File: config.mk
export PLATFORM = sky130hd
export DESIGN_NAME = i2c_master_byte_engine
export DESIGN_NICKNAME = d
export VERILOG_FILES = /design/src/i2c_mbe_pkg.sv /design/src/i2c_mbe_in_reg.sv /design/src/i2c_mbe_core.sv /design/src/i2c_mbe_out_reg.sv /design/src/i2c_master_byte_engine.sv
export VERILOG_INCLUDE_DIRS = /design/src /design/src/src
export SDC_FILE = /design/constraint.sdc
export NUM_CORES = 1
export LEC_CHECK = 0
export ABC_AREA = 1
export BUFFER_PORTS_ARGS = -buffer_cell sky130_fd_sc_hd__buf_2
export CAP_MARGIN = 20
export CORE_MARGIN = 2
export CORE_UTILIZATION = 55
export DETAILED_ROUTE_END_ITERATION = 6
export PLACE_DENSITY = 0.72
export SYNTH_ARGS = -nofsm -noshare
export SYNTH_HDL_FRONTEND = slang
export SYNTH_HIERARCHICAL = 1
export SYNTH_SLANG_ARGS = --single-unit
File: constraint.sdc
create_clock -name clock -period 4.68 [get_ports clock]
set_input_delay 0 -clock clock [delete_from_list [all_inputs] [get_ports clock]]
set_output_delay 0 -clock clock [all_outputs]
set_load 0.05 [all_outputs]
File: src/i2c_master_byte_engine_macros.svh
// Assertion macros for the I2C byte engine.
// Included by the top level; no dependencies.
`ifndef I2C_MASTER_BYTE_ENGINE_MACROS_SVH
`define I2C_MASTER_BYTE_ENGINE_MACROS_SVH

`ifndef SYNTH
// Same-cycle implication.
`define I2C_MBE_ASSERT_NOW(label, clk, rst, ante, cons) \
   label: assert property (@(posedge clk) disable iff (rst) (ante) |-> (cons)) \
      else $error("i2c engine check failed");
// Next-cycle implication.
`define I2C_MBE_ASSERT_NEXT(label, clk, rst, ante, cons) \
   label: assert property (@(posedge clk) disable iff (rst) (ante) |=> (cons)) \
      else $error("i2c engine check failed");
`else
`define I2C_MBE_ASSERT_NOW(label, clk, rst, ante, cons)
`define I2C_MBE_ASSERT_NEXT(label, clk, rst, ante, cons)
`endif

`endif

File: src/i2c_mbe_pkg.sv
// Shared types and constants for the I2C byte engine.
// No dependencies.
package i2c_mbe_pkg;

   localparam int DIVIDER_WIDTH_DEF = 16;
   localparam int HALF_PERIOD_W     = 16;
   localparam int ACK_TIMEOUT_W     = 8;
   localparam int CSR_DATA_W        = 16;
   localparam int CSR_ADDR_W        = 1;
   localparam int REQ_TDATA_W       = 16;
   localparam int RSP_TDATA_W       = 16;
   localparam int BITS_PER_BYTE     = 8;

   localparam logic [HALF_PERIOD_W-1:0] HALF_PERIOD_RST = 16'd80;
   localparam logic [ACK_TIMEOUT_W-1:0] ACK_TIMEOUT_RST = 8'd250;

   localparam logic [CSR_ADDR_W-1:0] CSR_HALF_PERIOD = 1'b0;
   localparam logic [CSR_ADDR_W-1:0] CSR_ACK_TIMEOUT = 1'b1;

   typedef enum logic [2:0] {
      CMD_NONE      = 3'd0,
      CMD_START     = 3'd1,
      CMD_STOP      = 3'd2,
      CMD_WRITE     = 3'd3,
      CMD_READ_ACK  = 3'd4,
      CMD_READ_NACK = 3'd5
   } cmd_type;

   typedef enum logic [14:0] {
      PH_IDLE    = 15'h0001,
      PH_ST_A    = 15'h0002,
      PH_ST_B    = 15'h0004,
      PH_SP_A    = 15'h0008,
      PH_SP_B    = 15'h0010,
      PH_SP_C    = 15'h0020,
      PH_WR_LO   = 15'h0040,
      PH_WR_HI   = 15'h0080,
      PH_AK_REL  = 15'h0100,
      PH_AK_HI   = 15'h0200,
      PH_AK_WAIT = 15'h0400,
      PH_RD_LO   = 15'h0800,
      PH_RD_HI   = 15'h1000,
      PH_MA_LO   = 15'h2000,
      PH_MA_HI   = 15'h4000
   } phase_type;

   // first member sits in the high bits, so the last field is tdata bit 0
   typedef struct packed {
      logic       sda_sample;
      logic [7:0] write_byte;
      logic [2:0] command;
   } item_type;

   typedef struct packed {
      logic       ack_error;
      logic [7:0] read_byte;
      logic       done_res;
      logic       busy_res;
      logic       sda_drive;
      logic       sda_level;
      logic       scl_level;
   } result_type;

endpackage

File: src/i2c_mbe_in_reg.sv
// Input word register of the I2C byte engine.
// Depends on i2c_mbe_pkg.
module i2c_mbe_in_reg
   import i2c_mbe_pkg::*;
(
   input  logic                   clock,
   input  logic                   reset,
   input  logic                   req_tvalid,
   output logic                   req_tready,
   input  logic [REQ_TDATA_W-1:0] req_tdata,
   input  logic                   slot_free,
   output logic                   step,
   output item_type               item
);

   logic     valid_ff, valid_in;
   item_type item_ff, item_in;
   logic     take;

   // a held word moves on whenever the result side has room
   assign step       = valid_ff & slot_free;
   assign req_tready = ~valid_ff | step;
   assign take       = req_tvalid & req_tready;

   assign valid_in = take | (valid_ff & ~step);
   assign item_in  = take ? item_type'(req_tdata[$bits(item_type)-1:0]) : item_ff;
   assign item     = item_ff;

   always_ff @(posedge clock) begin
      if (reset) begin
         valid_ff <= 1'b0;
      end else begin
         valid_ff <= valid_in;
      end
      item_ff <= item_in;
   end

endmodule

File: src/i2c_mbe_core.sv
// Bus phase sequencer, tick divider and config registers of the I2C engine.
// Depends on i2c_mbe_pkg.
module i2c_mbe_core
   import i2c_mbe_pkg::*;
#(
   parameter int DIVIDER_WIDTH = DIVIDER_WIDTH_DEF
) (
   input  logic                  clock,
   input  logic                  reset,
   input  logic                  csr_we,
   input  logic [CSR_ADDR_W-1:0] csr_addr,
   input  logic [CSR_DATA_W-1:0] csr_wdata,
   input  logic                  step,
   input  item_type              item,
   output result_type            result
);

   logic [HALF_PERIOD_W-1:0] half_period_ff, half_period_in;
   logic [ACK_TIMEOUT_W-1:0] ack_timeout_ff, ack_timeout_in;

   phase_type                phase_ff, phase_in;
   logic [3:0]               bit_ff, bit_in;
   logic [7:0]               shift_ff, shift_in;
   logic [DIVIDER_WIDTH-1:0] tick_ff, tick_in;
   logic [7:0]               wait_ff, wait_in;
   logic                     scl_ff, scl_in;
   logic                     sda_ff, sda_in;
   logic                     drive_ff, drive_in;
   logic                     err_ff, err_in;
   logic [7:0]               hold_ff, hold_in;
   logic                     nack_ff, nack_in;
   logic                     done;

   logic [DIVIDER_WIDTH+HALF_PERIOD_W-1:0] hp_ext;
   logic [DIVIDER_WIDTH-1:0]               lim_raw, limit, tick_nx;
   logic                                   expire;
   logic [3:0]                             bit_nx;
   logic [7:0]                             wait_nx, rd_shift;

   // config
   always_comb begin
      half_period_in = half_period_ff;
      ack_timeout_in = ack_timeout_ff;
      if (csr_we) begin
         unique case (csr_addr)
            CSR_HALF_PERIOD: half_period_in = csr_wdata[HALF_PERIOD_W-1:0];
            CSR_ACK_TIMEOUT: ack_timeout_in = csr_wdata[ACK_TIMEOUT_W-1:0];
            default: ;
         endcase
      end
   end

   // phase length: half_period cut or widened to the divider width, zero means one
   assign hp_ext  = {{DIVIDER_WIDTH{1'b0}}, half_period_ff};
   assign lim_raw = hp_ext[DIVIDER_WIDTH-1:0];
   assign limit   = (lim_raw == '0) ? DIVIDER_WIDTH'(1) : lim_raw;
   assign tick_nx = tick_ff + 1'b1;
   assign expire  = (tick_nx >= limit);

   assign bit_nx   = bit_ff + 4'd1;
   assign wait_nx  = wait_ff + 8'd1;
   assign rd_shift = {shift_ff[6:0], item.sda_sample};

   always_comb begin
      phase_in = phase_ff;
      bit_in   = bit_ff;
      shift_in = shift_ff;
      tick_in  = tick_ff;
      wait_in  = wait_ff;
      scl_in   = scl_ff;
      sda_in   = sda_ff;
      drive_in = drive_ff;
      err_in   = err_ff;
      hold_in  = hold_ff;
      nack_in  = nack_ff;
      done     = 1'b0;
      if (step) begin
         if (phase_ff == PH_IDLE) begin
            unique case (cmd_type'(item.command))
               CMD_START: begin
                  drive_in = 1'b1; sda_in = 1'b1; scl_in = 1'b1;
                  phase_in = PH_ST_A; tick_in = '0;
               end
               CMD_STOP: begin
                  drive_in = 1'b1; scl_in = 1'b0; sda_in = 1'b0;
                  phase_in = PH_SP_A; tick_in = '0;
               end
               CMD_WRITE: begin
                  shift_in = item.write_byte; bit_in = '0; err_in = 1'b0;
                  drive_in = 1'b1; scl_in = 1'b0; sda_in = item.write_byte[7];
                  phase_in = PH_WR_LO; tick_in = '0;
               end
               CMD_READ_ACK, CMD_READ_NACK: begin
                  shift_in = '0; bit_in = '0;
                  nack_in  = (cmd_type'(item.command) == CMD_READ_NACK);
                  drive_in = 1'b0; scl_in = 1'b0; sda_in = 1'b1;
                  phase_in = PH_RD_LO; tick_in = '0;
               end
               default: ;
            endcase
         end else if (phase_ff == PH_AK_WAIT && !item.sda_sample) begin
            // slave ack ends the write at once
            scl_in = 1'b0; err_in = 1'b0;
            phase_in = PH_IDLE; tick_in = '0;
            done = 1'b1;
         end else if (!expire) begin
            tick_in = tick_nx;
         end else begin
            tick_in = '0;
            unique case (phase_ff)
               PH_ST_A: begin sda_in = 1'b0; phase_in = PH_ST_B; end
               PH_ST_B: begin scl_in = 1'b0; phase_in = PH_IDLE; done = 1'b1; end
               PH_SP_A: begin scl_in = 1'b1; phase_in = PH_SP_B; end
               PH_SP_B: begin sda_in = 1'b1; phase_in = PH_SP_C; end
               PH_SP_C: begin phase_in = PH_IDLE; done = 1'b1; end
               PH_WR_LO: begin scl_in = 1'b1; phase_in = PH_WR_HI; end
               PH_WR_HI: begin
                  scl_in = 1'b0;
                  bit_in = bit_nx;
                  if (bit_nx < 4'(BITS_PER_BYTE)) begin
                     shift_in = {shift_ff[6:0], 1'b0};
                     sda_in   = shift_ff[6];
                     phase_in = PH_WR_LO;
                  end else begin
                     drive_in = 1'b0; sda_in = 1'b1;
                     phase_in = PH_AK_REL;
                  end
               end
               PH_AK_REL: begin scl_in = 1'b1; phase_in = PH_AK_HI; end
               PH_AK_HI: begin wait_in = '0; phase_in = PH_AK_WAIT; end
               PH_AK_WAIT: begin
                  wait_in = wait_nx;
                  if (wait_nx >= ack_timeout_ff || wait_nx == '0) begin
                     // no ack in time: flag it and send a stop
                     err_in = 1'b1;
                     drive_in = 1'b1; scl_in = 1'b0; sda_in = 1'b0;
                     phase_in = PH_SP_A;
                  end
               end
               PH_RD_LO: begin scl_in = 1'b1; phase_in = PH_RD_HI; end
               PH_RD_HI: begin
                  shift_in = rd_shift;
                  bit_in   = bit_nx;
                  scl_in   = 1'b0;
                  if (bit_nx < 4'(BITS_PER_BYTE)) begin
                     phase_in = PH_RD_LO;
                  end else begin
                     hold_in  = rd_shift;
                     drive_in = 1'b1; sda_in = nack_ff;
                     phase_in = PH_MA_LO;
                  end
               end
               PH_MA_LO: begin scl_in = 1'b1; phase_in = PH_MA_HI; end
               PH_MA_HI: begin scl_in = 1'b0; phase_in = PH_IDLE; done = 1'b1; end
               default: phase_in = PH_IDLE;
            endcase
         end
      end
   end

   always_comb begin
      result.scl_level = scl_in;
      result.sda_level = sda_in;
      result.sda_drive = drive_in;
      result.busy_res  = (phase_in != PH_IDLE);
      result.done_res  = done;
      result.read_byte = hold_in;
      result.ack_error = err_in;
   end

   always_ff @(posedge clock) begin
      if (reset) begin
         half_period_ff <= HALF_PERIOD_RST;
         ack_timeout_ff <= ACK_TIMEOUT_RST;
         phase_ff       <= PH_IDLE;
         bit_ff         <= '0;
         shift_ff       <= '0;
         tick_ff        <= '0;
         wait_ff        <= '0;
         scl_ff         <= 1'b1;
         sda_ff         <= 1'b1;
         drive_ff       <= 1'b1;
         err_ff         <= 1'b0;
         hold_ff        <= '0;
         nack_ff        <= 1'b0;
      end else begin
         half_period_ff <= half_period_in;
         ack_timeout_ff <= ack_timeout_in;
         phase_ff       <= phase_in;
         bit_ff         <= bit_in;
         shift_ff       <= shift_in;
         tick_ff        <= tick_in;
         wait_ff        <= wait_in;
         scl_ff         <= scl_in;
         sda_ff         <= sda_in;
         drive_ff       <= drive_in;
         err_ff         <= err_in;
         hold_ff        <= hold_in;
         nack_ff        <= nack_in;
      end
   end

endmodule

File: src/i2c_mbe_out_reg.sv
// Result word register of the I2C byte engine.
// Depends on i2c_mbe_pkg.
module i2c_mbe_out_reg
   import i2c_mbe_pkg::*;
(
   input  logic                   clock,
   input  logic                   reset,
   input  logic                   load,
   input  result_type             result,
   output logic                   slot_free,
   output logic                   rsp_tvalid,
   input  logic                   rsp_tready,
   output logic [RSP_TDATA_W-1:0] rsp_tdata
);

   logic       valid_ff, valid_in;
   result_type res_ff, res_in;

   assign slot_free = ~valid_ff | rsp_tready;
   assign valid_in  = load | (valid_ff & ~rsp_tready);
   assign res_in    = load ? result : res_ff;

   assign rsp_tvalid = valid_ff;
   assign rsp_tdata  = {{(RSP_TDATA_W - $bits(result_type)){1'b0}}, res_ff};

   always_ff @(posedge clock) begin
      if (reset) begin
         valid_ff <= 1'b0;
      end else begin
         valid_ff <= valid_in;
      end
      res_ff <= res_in;
   end

endmodule

File: src/i2c_master_byte_engine.sv
// I2C byte engine: one input word per clock tick, one result word per input word.
// Latency: a req word is held in the input register, then its result in the result register,
// which drives rsp_tvalid; the rsp handshake for a word comes after its req handshake.
// Throughput one word per cycle unless rsp_tready stalls; phase sequencer advances once per word.
// Synchronous active-high reset: bus released high, SDA driven, idle, config to defaults.
// Depends on i2c_mbe_pkg, i2c_mbe_in_reg, i2c_mbe_core, i2c_mbe_out_reg and the macro header.
`include "i2c_master_byte_engine_macros.svh"

module i2c_master_byte_engine
   import i2c_mbe_pkg::*;
#(
   parameter int DIVIDER_WIDTH = DIVIDER_WIDTH_DEF
) (
   input  logic                   clock,
   input  logic                   reset,
   // req_tdata: command[2:0], write_byte[10:3], sda_sample[11], zero[15:12]
   input  logic                   req_tvalid,
   output logic                   req_tready,
   input  logic [REQ_TDATA_W-1:0] req_tdata,
   // rsp_tdata: scl_level[0], sda_level[1], sda_drive[2], busy_res[3], done_res[4],
   //            read_byte[12:5], ack_error[13], zero[15:14]
   output logic                   rsp_tvalid,
   input  logic                   rsp_tready,
   output logic [RSP_TDATA_W-1:0] rsp_tdata,
   input  logic                   csr_we,
   input  logic [CSR_ADDR_W-1:0]  csr_addr,
   input  logic [CSR_DATA_W-1:0]  csr_wdata
);

   logic       step;
   logic       slot_free;
   item_type   item;
   result_type result;

   i2c_mbe_in_reg u_in_reg (
      .clock      (clock),
      .reset      (reset),
      .req_tvalid (req_tvalid),
      .req_tready (req_tready),
      .req_tdata  (req_tdata),
      .slot_free  (slot_free),
      .step       (step),
      .item       (item)
   );

   i2c_mbe_core #(
      .DIVIDER_WIDTH (DIVIDER_WIDTH)
   ) u_core (
      .clock     (clock),
      .reset     (reset),
      .csr_we    (csr_we),
      .csr_addr  (csr_addr),
      .csr_wdata (csr_wdata),
      .step      (step),
      .item      (item),
      .result    (result)
   );

   i2c_mbe_out_reg u_out_reg (
      .clock      (clock),
      .reset      (reset),
      .load       (step),
      .result     (result),
      .slot_free  (slot_free),
      .rsp_tvalid (rsp_tvalid),
      .rsp_tready (rsp_tready),
      .rsp_tdata  (rsp_tdata)
   );

   // a new result only lands on a held word that is leaving this cycle
   `I2C_MBE_ASSERT_NOW(a_no_overwrite, clock, reset, step && rsp_tvalid, rsp_tready)
   // completion pulse never shows together with busy
   `I2C_MBE_ASSERT_NOW(a_done_not_busy, clock, reset, rsp_tvalid && rsp_tdata[4], !rsp_tdata[3])
   // released SDA always reads back as high
   `I2C_MBE_ASSERT_NOW(a_release_high, clock, reset, rsp_tvalid && !rsp_tdata[2], rsp_tdata[1])
   // an accepted word is waiting in the input register in the next cycle
   `I2C_MBE_ASSERT_NEXT(a_word_held, clock, reset, req_tvalid && req_tready, u_in_reg.valid_ff)

endmodule

=== After elaboration in Yosys (flattened, before gate mapping) ===
Cells that the tools add are included.

* Register bits: 115
* Input port bits: 38
* Output and inout port bits: 18
* Word-level logic and storage cells: 165

* Add/sub/neg operators: 3
* $lt $le $gt $ge: 3
* Equality and inequality tests: 26
* Muxes and demuxes: 67
* Bitwise logic cells: 15
* Reduce and logical (&&, ||, !) cells: 26

{| class="wikitable"
|+ Operators by type and width
! kind !! number
|-
| $pmux W15 S11 || 1
|-
| $mux W16 || 5
|-
| $mux W15 || 5
|-
| $pmux W15 S4 || 1
|-
| $mux W8 || 6
|-
| $mux W1 || 29
|-
| $mux W7 || 4
|-
| $pmux W7 S2 || 2
|-
| $mux W4 || 5
|-
| $add A16 B1 Y16 const B || 1
|-
| $ge A16 B16 Y1 || 1
|-
| $logic_not A16 Y1 || 1
|-
| $pmux W8 S2 || 1
|-
| $eq A15 B1 Y1 const B || 1
|-
| $eq A15 B10 Y1 const B || 1
|-
| $eq A15 B11 Y1 const B || 1
|-
| $eq A15 B12 Y1 const B || 1
|-
| $eq A15 B13 Y1 const B || 1
|-
| $eq A15 B14 Y1 const B || 1
|-
| $eq A15 B15 Y1 const B || 1
|-
| $eq A15 B2 Y1 const B || 1
|-
| $eq A15 B3 Y1 const B || 1
|-
| $eq A15 B4 Y1 const B || 1
|-
| $eq A15 B5 Y1 const B || 1
|-
| 38 further kinds || 67
|}

=== Longest topological paths before layout ===
* Word-level depth: 10
* Depth in mapped cells: 25
* Gate-level depth less buffers: 23

=== Cells and area by module ===
Netlist, hierarchy kept.

{| class="wikitable"
|+ By module, submodules not included
! module !! times used !! cells an instance !! area an instance (um^2) !! sequential area each (um^2)
|-
| i2c_mbe_core || 1 || 861 || 5690.5 || 1741.7
|-
| i2c_mbe_out_reg || 1 || 22 || 481.7 || 440.4
|-
| i2c_mbe_in_reg || 1 || 20 || 415.4 || 380.4
|}

=== Worst setup path after synthesis ===
No wires, ideal clock.

* Path kind: flip-flop to flip-flop
* From: register u_core.tick_ff[0]
* To: register u_out_reg.res_ff (netlist bit u_out_reg/rsp_tdata[3]), data pin
* Setup time: 263 ps
* Arrival: 3108 ps
* Data required time: 4417 ps
* Setup slack: 1309 ps
* Stages on the path, launching flop included: 22
* Path buffers: 2
* Period minus slack after synthesis: 3371 ps
* Cell sequence: dfxtp_1 > nand3_2 > nor3b_2 > nand2_1 > nor3_2 > nand3_1 > nor2_2 > nand3_2 > xnor2_2 > ha_1 > a21oi_1 > nand2_1 > a21oi_2 > nand3_2 > buf_6 > buf_2 > o211ai_1 > o21ai_0 > inv_1 > nand2_1 > nor2_1 > nand3_1

{| class="wikitable"
|+ RTL lines
! item !! RTL line !! source
|-
| start: declaration || i2c_mbe_core.sv:24 || <nowiki>logic [DIVIDER_WIDTH-1:0] tick_ff, tick_in;</nowiki>
|-
| start signal: assignment || i2c_mbe_core.sv:192 || <nowiki>tick_ff <= tick_in;</nowiki>
|-
| end signal: assignment || i2c_mbe_out_reg.sv:32 || <nowiki>res_ff <= res_in;</nowiki>
|-
| end: declaration || i2c_mbe_out_reg.sv:17 || <nowiki>result_type res_ff, res_in;</nowiki>
|}

==> out/results.tsv <==
metric	value	unit
vias in the first global route	5347	
final clock skew	9.74	ps
Highest Clock Rate	245	MHz
Yosys warnings	6	
Mapped Cells	903	
Final Cycle Share	0.871	
cell breakdown of the critical path	nand3_2 > nor3b_2 > nand2_1 > nor3_2 > nand3_1 > nor2_2 > nand3_2 > xnor2_2 > ha_1 > a21oi_1 > nand2_1 > a21oi_2 > nand3_2 > inv_1 > nand2_1 > nand2_1 > nand2_1 > nand2_1 > nand3_1 > nor3_1 > nand3_1	
failing checks	design-rule violations	
Setup CP Type	reg -> reg	
largest net degree at the start of global routing	59	
CP max stage cell	dfxtp_1	
Initial Util	0.570	
Final Critical Period	4080	ps
fillers	1015	
grt total ovfl	0	
DRC Markers	2	
element type at the critical path start	flop	
die area	12900	sq um
CTS buffer count	17	
drt wl/cell	13.2	um
Max Cap Viol	0	
overall global routing resource usage	0.241	
initial antenna violation count	0	
status	finished with violations	
area leader, netlist	dfxtp_1	
CP endpoint kind	flop	
crit path max fanout	8	
Pwr Density	331	nW/um^2
most used cell, CP	nand2_1	
Arr. time, crit path	4230	ps
drt via density	5.19	
clk root buf	clkbuf_16	
Worst Tran Pin Value	974	ps
Die W	113	um
Buffers on Ports	49	
core area	11600	sq um
Placement Setup Slack	670	ps
DRT iter0 DRCs	425	
RSZ-0062 raised after global routing	false	
Die Y	113	um
ANT cells	0	
clk_lat worst skew	420	ps
Final Hold Vio Count	0	
CTS H-tree depth	4	
EDFF count, synth	26	
router iterations before antenna repair	7	
RD Place Congestion	0.841	
prevailing post-synth register cell	dfxtp_1	
VDD IR max	0.000396	V
Post-Layout Inst Area	7800	sq um
proportion of layout cells with a drive suffix above 1	0.137	
CTS sink count	115	
Async S/R FF share, synth	0	
Synth top area share	0.270	
DRT antenna net count	0	
top-count cell post-synth	nand2_1	
setup TNS	0	ps
Clock transition at path regs	50	ps
Setup violations, final	0	
TritonCTS clock tree	yes	
first-pass GRT wire length	24900	um
DP Area	6880	sq um
vias post-DR	5916	
Hold WC Path Type	in -> reg	
row count	39	
mapped cell area	6590	sq um
Required @ worst endpoint	4830	ps
fin worst setup slack	605	ps
commonest cells in the netlist	221 x nand2_1, 130 x inv_1, 89 x dfxtp_1	
Leak Pwr	3.51	nW
Synth cell types	51	
max incr delay on CP	400	ps
routed wire length	15000	um
Synth Area per Inst	7.30	sq um
top cells by area, synth	dfxtp_1 27%, nand2_1 13%, edfxtp_1 12%	
Max Slew Vio Count	0	
Max clock buf depth	2	
Slew HR	0.350	
Resized cells post-CTS	0	
#FFs+latches synth	115	
post-synthesis sequential area ratio	0.389	
HPWL Detailed	10100	um
# IOs	56	
Final nets	1049	
Layout area overhead	18.4	%
==> per-stage QoR <==
stage	hold WS (ps)	power (mW)	util	instances
2_1_floorplan	62.4	1.29	-	904
3_5_place_dp	178	1.36	0.595	1071
6_report	202	2.58	0.674	1140
4_1_cts	195	2.60	0.674	1140
3_3_place_gp	177	1.36	0.595	1071
5_1_grt	236	2.69	0.674	1140
==> worst paths after layout <==
check                                     endpoint  slack, ps                            from  depth (start not counted)
hold reg to reg     u_core/tick_ff[4]$_SDFFE_PP0P_        460  u_core/tick_ff[4]$_SDFFE_PP0P_                          2
setup / recovery  u_out_reg/rsp_tdata[3]$_DFFE_PP_        600  u_core/tick_ff[0]$_SDFFE_PP0P_                         21
hold / removal      u_core/phase_ff[11]$_SDFF_PP0_        200                           reset                          3
setup reg to reg  u_out_reg/rsp_tdata[3]$_DFFE_PP_        600  u_core/tick_ff[0]$_SDFFE_PP0P_                         21
==> what timing repair did <==
| item | in CTS | in global routing |
|---|---|---|
| endpoints found under the hold margin | 38 | 0 |
| hold buffers | 37 | 0 |
| setup endpoints to repair | 0 | 0 |
| buffers inserted | 0 | 0 |
==> placed cells by master, fill, tap and decap left out, types with 5 or more instances in the layout <==
cell	instances
nor2_2	5
edfxtp_1	26
xor2_1	9
o21ai_0	49
buf_2	49
dlygate4sd3_1	37
ha_1	27
nor3_1	12
nor4_1	5
nand3_2	7
nor2_1	70
inv_1	130
nand3_1	49
a211oi_1	6
o211ai_1	13
clkinv_2	6
or2_2	7
a21oi_1	74
inv_2	6
nor2_4	5
nand2_1	221
clkbuf_16	17
nand2_2	6
nand4_1	11
dfxtp_1	89
==> metal layers <==
layer | wire length [um] | global-route usage
met5 | 0 | 0
met4 | 172 | 0.0764
met3 | 712 | 0.0526
met2 | 7000 | 0.396
met1 | 7160 | 0.318
==> kinds of logic after synthesis <==
family / synth area share
AO/OA/AOI/OAI: 0.145
adder cells (fa/ha/maj): 0.0513
flip-flops: 0.389
XOR/XNOR: 0.0198
buffers and inverters: 0.105
other: 0.000569
AND/OR/NAND/NOR: 0.289
==> flip-flops by register name, indices dropped and copies added, names as in the netlist, 4 cells and up <==
register and cells:
u_core/half_period_ff 16, u_core/tick_ff 16, u_core/phase_ff 15, u_out_reg/rsp_tdata 14, u_in_reg/item 12, u_core/ack_timeout_ff 8, u_core/hold_ff 8, u_core/wait_ff 8
u_core/shift_ff 7, u_core/bit_ff 4
==> area by class of cell <==
cell class | instances | area, sq um | area share
multi-input cells | 621 | 3330 | 0.428
well taps | 143 | 179 | 0.0229
clock buffers | 19 | 433 | 0.0555
flip-flops and latches | 115 | 2560 | 0.329
inverters | 139 | 527 | 0.0675
clock inverters | 13 | 118 | 0.0151
repair buffers | 90 | 646 | 0.0828
==> critical path, delay by kind of cell (launching register included) <==
kind	cells	cell delay, ps
compound gates	2	420
xor+xnor	1	150
fa+ha+maj	1	320
buf+inv	1	280
flops	1	400
simple gates	16	2230
==> power by group <==
| group | switching (mW) | internal (mW) |
|---|---|---|
| Clock | 0.447 | 0.769 |
| Combinational | 0.199 | 0.101 |
| Sequential | 0.0174 | 1.05 |
Note: power is estimated with default switching activity, not from simulation.
